## src/lftt_pkg.sv

```systemverilog
// Package for the last-field tally table: payload structs, constants, FSM states
// and the controller/datapath command and status structs. No dependencies.
package lftt_pkg;

  localparam int ENTRIES    = 16;
  localparam int KEY_BYTES  = 31;
  localparam int COUNT_BITS = 32;
  localparam int SLOT_W     = $clog2(ENTRIES);
  localparam int LEN_W      = $clog2(KEY_BYTES + 1);
  localparam int USED_W     = $clog2(ENTRIES + 1);
  localparam int POS_W      = $clog2(KEY_BYTES);
  localparam int STORE_DEPTH = ENTRIES * KEY_BYTES;
  localparam int STORE_AW   = $clog2(STORE_DEPTH);

  localparam logic [7:0] CHAR_COLON   = 8'd58;
  localparam logic [7:0] CHAR_NEWLINE = 8'd10;

  localparam logic ACT_TEXT = 1'b0;
  localparam logic ACT_DUMP = 1'b1;

  localparam logic [1:0] KIND_TALLIED = 2'd0;
  localparam logic [1:0] KIND_FULL    = 2'd1;
  localparam logic [1:0] KIND_DUMP    = 2'd2;
  localparam logic [1:0] KIND_EMPTY   = 2'd3;

  typedef struct packed {
    logic       action;
    logic [7:0] data_byte;
    logic [3:0] entry_index;
  } in_item_t;

  typedef struct packed {
    logic [1:0]  result_kind;
    logic [3:0]  slot;
    logic [31:0] tally;
    logic        is_new;
    logic [7:0]  name_byte;
    logic [4:0]  name_length;
    logic        last;
  } out_item_t;

  typedef enum logic [2:0] {
    ST_IDLE,
    ST_COPY,
    ST_DUMP_RD,
    ST_DUMP_OUT
  } state_t;

  // Controller to datapath
  typedef struct packed {
    logic accept;     // latch input, handle text byte, decode action
    logic copy_step;  // copy one field byte into the key store
    logic dump_rd;    // issue key store read for current dump position
    logic dump_emit;  // emit one dump byte and advance
  } cmd_t;

  // Datapath to controller
  typedef struct packed {
    logic start_copy;  // newline allocated an entry with a non-empty key
    logic start_dump;  // dump of a used entry with a non-empty key
    logic copy_done;   // final byte copied this cycle
    logic dump_done;   // final byte emitted this cycle
  } status_t;

endpackage

```

## src/lftt_ctrl.sv

```systemverilog
// Controller FSM for the last-field tally table.
// Depends on lftt_pkg.
module lftt_ctrl (
  input  logic              clk,
  input  logic              rst_n,
  input  logic              start,
  input  lftt_pkg::status_t sts,
  output lftt_pkg::cmd_t    cmd,
  output logic              busy
);
  import lftt_pkg::*;

  state_t state_r, state_nxt;

  always_ff @(posedge clk) begin
    if (!rst_n) begin
      state_r <= ST_IDLE;
    end else begin
      state_r <= state_nxt;
    end
  end

  always_comb begin
    state_nxt = state_r;
    cmd       = '0;
    busy      = 1'b1;
    case (state_r)
      ST_IDLE: begin
        busy       = 1'b0;
        cmd.accept = start;
        if (start && sts.start_copy) begin
          state_nxt = ST_COPY;
        end else if (start && sts.start_dump) begin
          state_nxt = ST_DUMP_RD;
        end
      end
      ST_COPY: begin
        cmd.copy_step = 1'b1;
        if (sts.copy_done) begin
          state_nxt = ST_IDLE;
        end
      end
      ST_DUMP_RD: begin
        cmd.dump_rd = 1'b1;
        state_nxt   = ST_DUMP_OUT;
      end
      ST_DUMP_OUT: begin
        cmd.dump_emit = 1'b1;
        state_nxt     = sts.dump_done ? ST_IDLE : ST_DUMP_RD;
      end
      default: state_nxt = ST_IDLE;
    endcase
  end
endmodule

```

## config.mk

```make
export PLATFORM = sky130hd
export DESIGN_NAME = lftt_ctrl
export DESIGN_NICKNAME = d
export VERILOG_FILES = /design/src/lftt_pkg.sv /design/src/lftt_ctrl.sv
export SDC_FILE = /design/constraint.sdc
export NUM_CORES = 1
export LEC_CHECK = 0
export BUFFER_PORTS_ARGS = -buffer_cell sky130_fd_sc_hd__buf_2
export CAP_MARGIN = 25
export CORE_AREA = 2 2 39 41
export DETAILED_ROUTE_END_ITERATION = 8
export DIE_AREA = 0 0 41 43
export PLACE_DENSITY = 0.3
export SETUP_SLACK_MARGIN = 0.15
export SLEW_MARGIN = 10
export SYNTH_ARGS = -nofsm -noshare
export SYNTH_HDL_FRONTEND = slang
export SYNTH_SLANG_ARGS = --single-unit
```

## constraint.sdc

```tcl
create_clock -name clk -period 1.3 [get_ports clk]
set_clock_uncertainty 0.15 [all_clocks]
set_input_delay 0.065 -clock clk [delete_from_list [all_inputs] [get_ports clk]]
set_output_delay 0.065 -clock clk [all_outputs]
set_load 0.1 [all_outputs]
```

==> results.md <==
* Run status: finished, violations left
* Failing checks: setup timing
* Mux contribution to synthesized area at 0
* Largest family of logic cells by synthesized area: simple AND/OR/NAND/NOR gates
* MaxCap Viol Count at 0
* Crit. End Element: primary output
* Worst Path Required at 1.09 ns
* Worst hold path class: in2reg
* Simple-Gate Fraction of Synth Area at 0.465
* CP arrival at 1.11 ns
* Initial antenna violation count at 0
* Seq/Total Area, Yosys at 0.317
* Count of final hold-check violations at 0
* TritonCTS Buffers at 3
* Setup violations, final at 1
* Final std cells w/o fill at 52
* Via/cell ratio at 3.69
* Yosys warns at 0
* CP Class: reg2out
* Synthesized instance count at 15
* CP startpoint kind: flop
* Max_slew headroom at 0.784
* PD cells at 1040 nW/um^2
* H-tree levels at 1
* Drt pass-1 iters at 2
* Fin. max-slew vios at 0
* WL/cell at 8.42 um
* Met1 Use GR at 0.0796
* Syn-to-layout area delta at 212%
* FP Rows at 14
* Met3 Usage GRT at 0.0524
* Busiest grt layer: met2
* Share of layout cells above drive strength 1 at 0.639
* Clock Latency Late Sink at 0.22 ns
* Synth Area in Compound Gates at 0.188
* Pin count of the biggest net entering global routing at 8
* Initial Util at 0.0913
* Leak at 0.185 nW
* Area of the core at 1380 um^2
* Die Span X at 41 um
* Post-route clock period utilization at 1.02
* Worst stage delay on the critical path at 0.35 ns
* Placed cell area at 297 um^2
* Die height at 43 um
* Met2 Use GR at 0.0875
* Drc violations at 0
* Xor/xnor share of the synthesized area at 0
* Final Cell Area at 394 um^2
* Root buf cell: clkbuf_4
* DRT antenna net count at 0
* Sink Count at 2
* Top flop regs: state_r (2)
* Final worst slack at -0.0205 ns
* RSZ-0062 raised after global routing: yes
* Largest register FFs at 2
* Clk slew on worst S/H paths at 0.03 ns
* Via Count at 192
* Global-route wire length before repair at 786 um
* Crit-path cells: or2_4 -> nor2_4 -> buf_12
* Hold Slack at 0.0640 ns
* Worst Tran Pin Value at 0.320 ns
* Avg Inst Size Synth at 8.42 um^2
* Synthesized area at 126 um^2
* Peak supply drop at 0.423 mV
* Initial DRC count at 1
* Final worst path period need at 1.32 ns
* Fmax at 0.757 GHz
* Max FO, Critical Path at 6
* Number of distinct library cells after synthesis at 13
* CTS tree: built
* Vias in the first global route at 188
* Post-Synth Adder-Cell Area at 0
* Overflow after GRT at 0
* Yosys reg bits at 2
* Post-Route WL at 438 um
* Crit-path slowest cell: dfxtp_4
* GPL Wtd Cong at 0.606
* Cells after DPL at 42
* Max clock buf depth at 2
* Mapped Nets at 22
* Die area at 1760 um^2
* IO Count at 12
* Largest reg by FF count: state_r
* N_diodes at 0
* Gr usage total at 0.0751
* Number of I/O port buffers at 11
* Net count, final at 45
## layout make-up
cell class                      instances  area (um^2)
Fill cell                             144          990
Timing Repair Buffer                   18          199
Multi-Input combinational cell         12          101
Sequential cell                         2         47.5
Clock buffer                            3         22.5
Tap cell                               16         20.0
Inverter                                1         3.75
## cells in the mapped netlist
library cell,n,area [um^2]
nor2b_1,2,12.5
dfxtp_1,2,40.0
and2_2,1,7.51
inv_1,1,3.75
nor2_1,1,3.75
nand2_1,1,3.75
o2bb2ai_1,1,8.76
or2_1,1,6.26
a21oi_1,1,5.00
o211a_1,1,10.0
nand2b_1,1,6.26
nor4bb_1,1,10.0
and2b_2,1,8.76
## what timing repair did
item	in CTS	in global routing
hold endpoints to repair	2	0
pin swaps	2	0
hold buffers	5	0
resized for setup	2	2
setup endpoints to repair	5	5
setup buffers	1	1
## stage by stage
step / TNS (ns) / setup WS (ns) / utilization / total power, mW
2_1_floorplan: -0.152 / -0.152 / - / 0.192
3_3_place_gp: 0 / 0.180 / 0.214 / 0.258
3_5_place_dp: 0 / 0.174 / 0.214 / 0.261
4_1_cts: -0.0373 / -0.0319 / 0.275 / 0.419
5_1_grt: -0.0650 / -0.0642 / 0.285 / 0.445
6_report: -0.0205 / -0.0205 / 0.285 / 0.411
## per-layer routing
metal / wire [um] / vias to the layer above
met2: 181 / 12
met5: 0 / -
met4: 6 / 0
met1: 184 / 83
met3: 65 / 2
li1: - / 95
## worst max-delay path: cells and delay by family (launching register included)
kind / cells / cell delay, ns
and+or+nand+nor: 2 / 0.36
buffers and inverters: 1 / 0.18
DFF: 1 / 0.35
## path summary, 6_finish.rpt
kind                            cells past startpoint  slack, ns       start          to
worst min register to register                      2       0.48  state_r[1]  state_r[1]
worst max register to register                      2       0.22  state_r[0]  state_r[1]
worst max-delay path                                3      -0.02  state_r[0]      cmd[3]
worst min-delay path                                3       0.06      sts[3]  state_r[1]
## power by group
part	total (mW)	leakage [nW]	switching [mW]	internal (mW)
logic	0.205	0.153	0.119	0.0867
registers	0.0706	0.0178	0.00511	0.0655
clock network	0.135	0.0138	0.0332	0.102
## logic make-up (layout without fill, tap and decap cells)
family / Yosys count / in the layout
buf+inv: 1 / 22
compound gates: 3 / 3
flops: 2 / 2
simple gates: 9 / 9
## layout by cell type, fill, tap and decap left out
cell | netlist | layout
clkbuf_4 | 0 | 3
or2_4 | 0 | 1
buf_2 | 0 | 6
buf_4 | 0 | 1
nor2_4 | 0 | 1
o211a_1 | 1 | 1
buf_6 | 0 | 1
dlygate4sd3_1 | 0 | 5
nor4bb_1 | 1 | 1
nand2_1 | 1 | 1
inv_1 | 1 | 1
buf_12 | 0 | 5
a21oi_1 | 1 | 1
o2bb2ai_1 | 1 | 1
dfxtp_4 | 0 | 2
nand2b_1 | 1 | 1
and2b_2 | 1 | 1
nor2b_4 | 0 | 1
nor2b_1 | 2 | 1
and2_4 | 0 | 1
(Power assumes the default switching activity.)
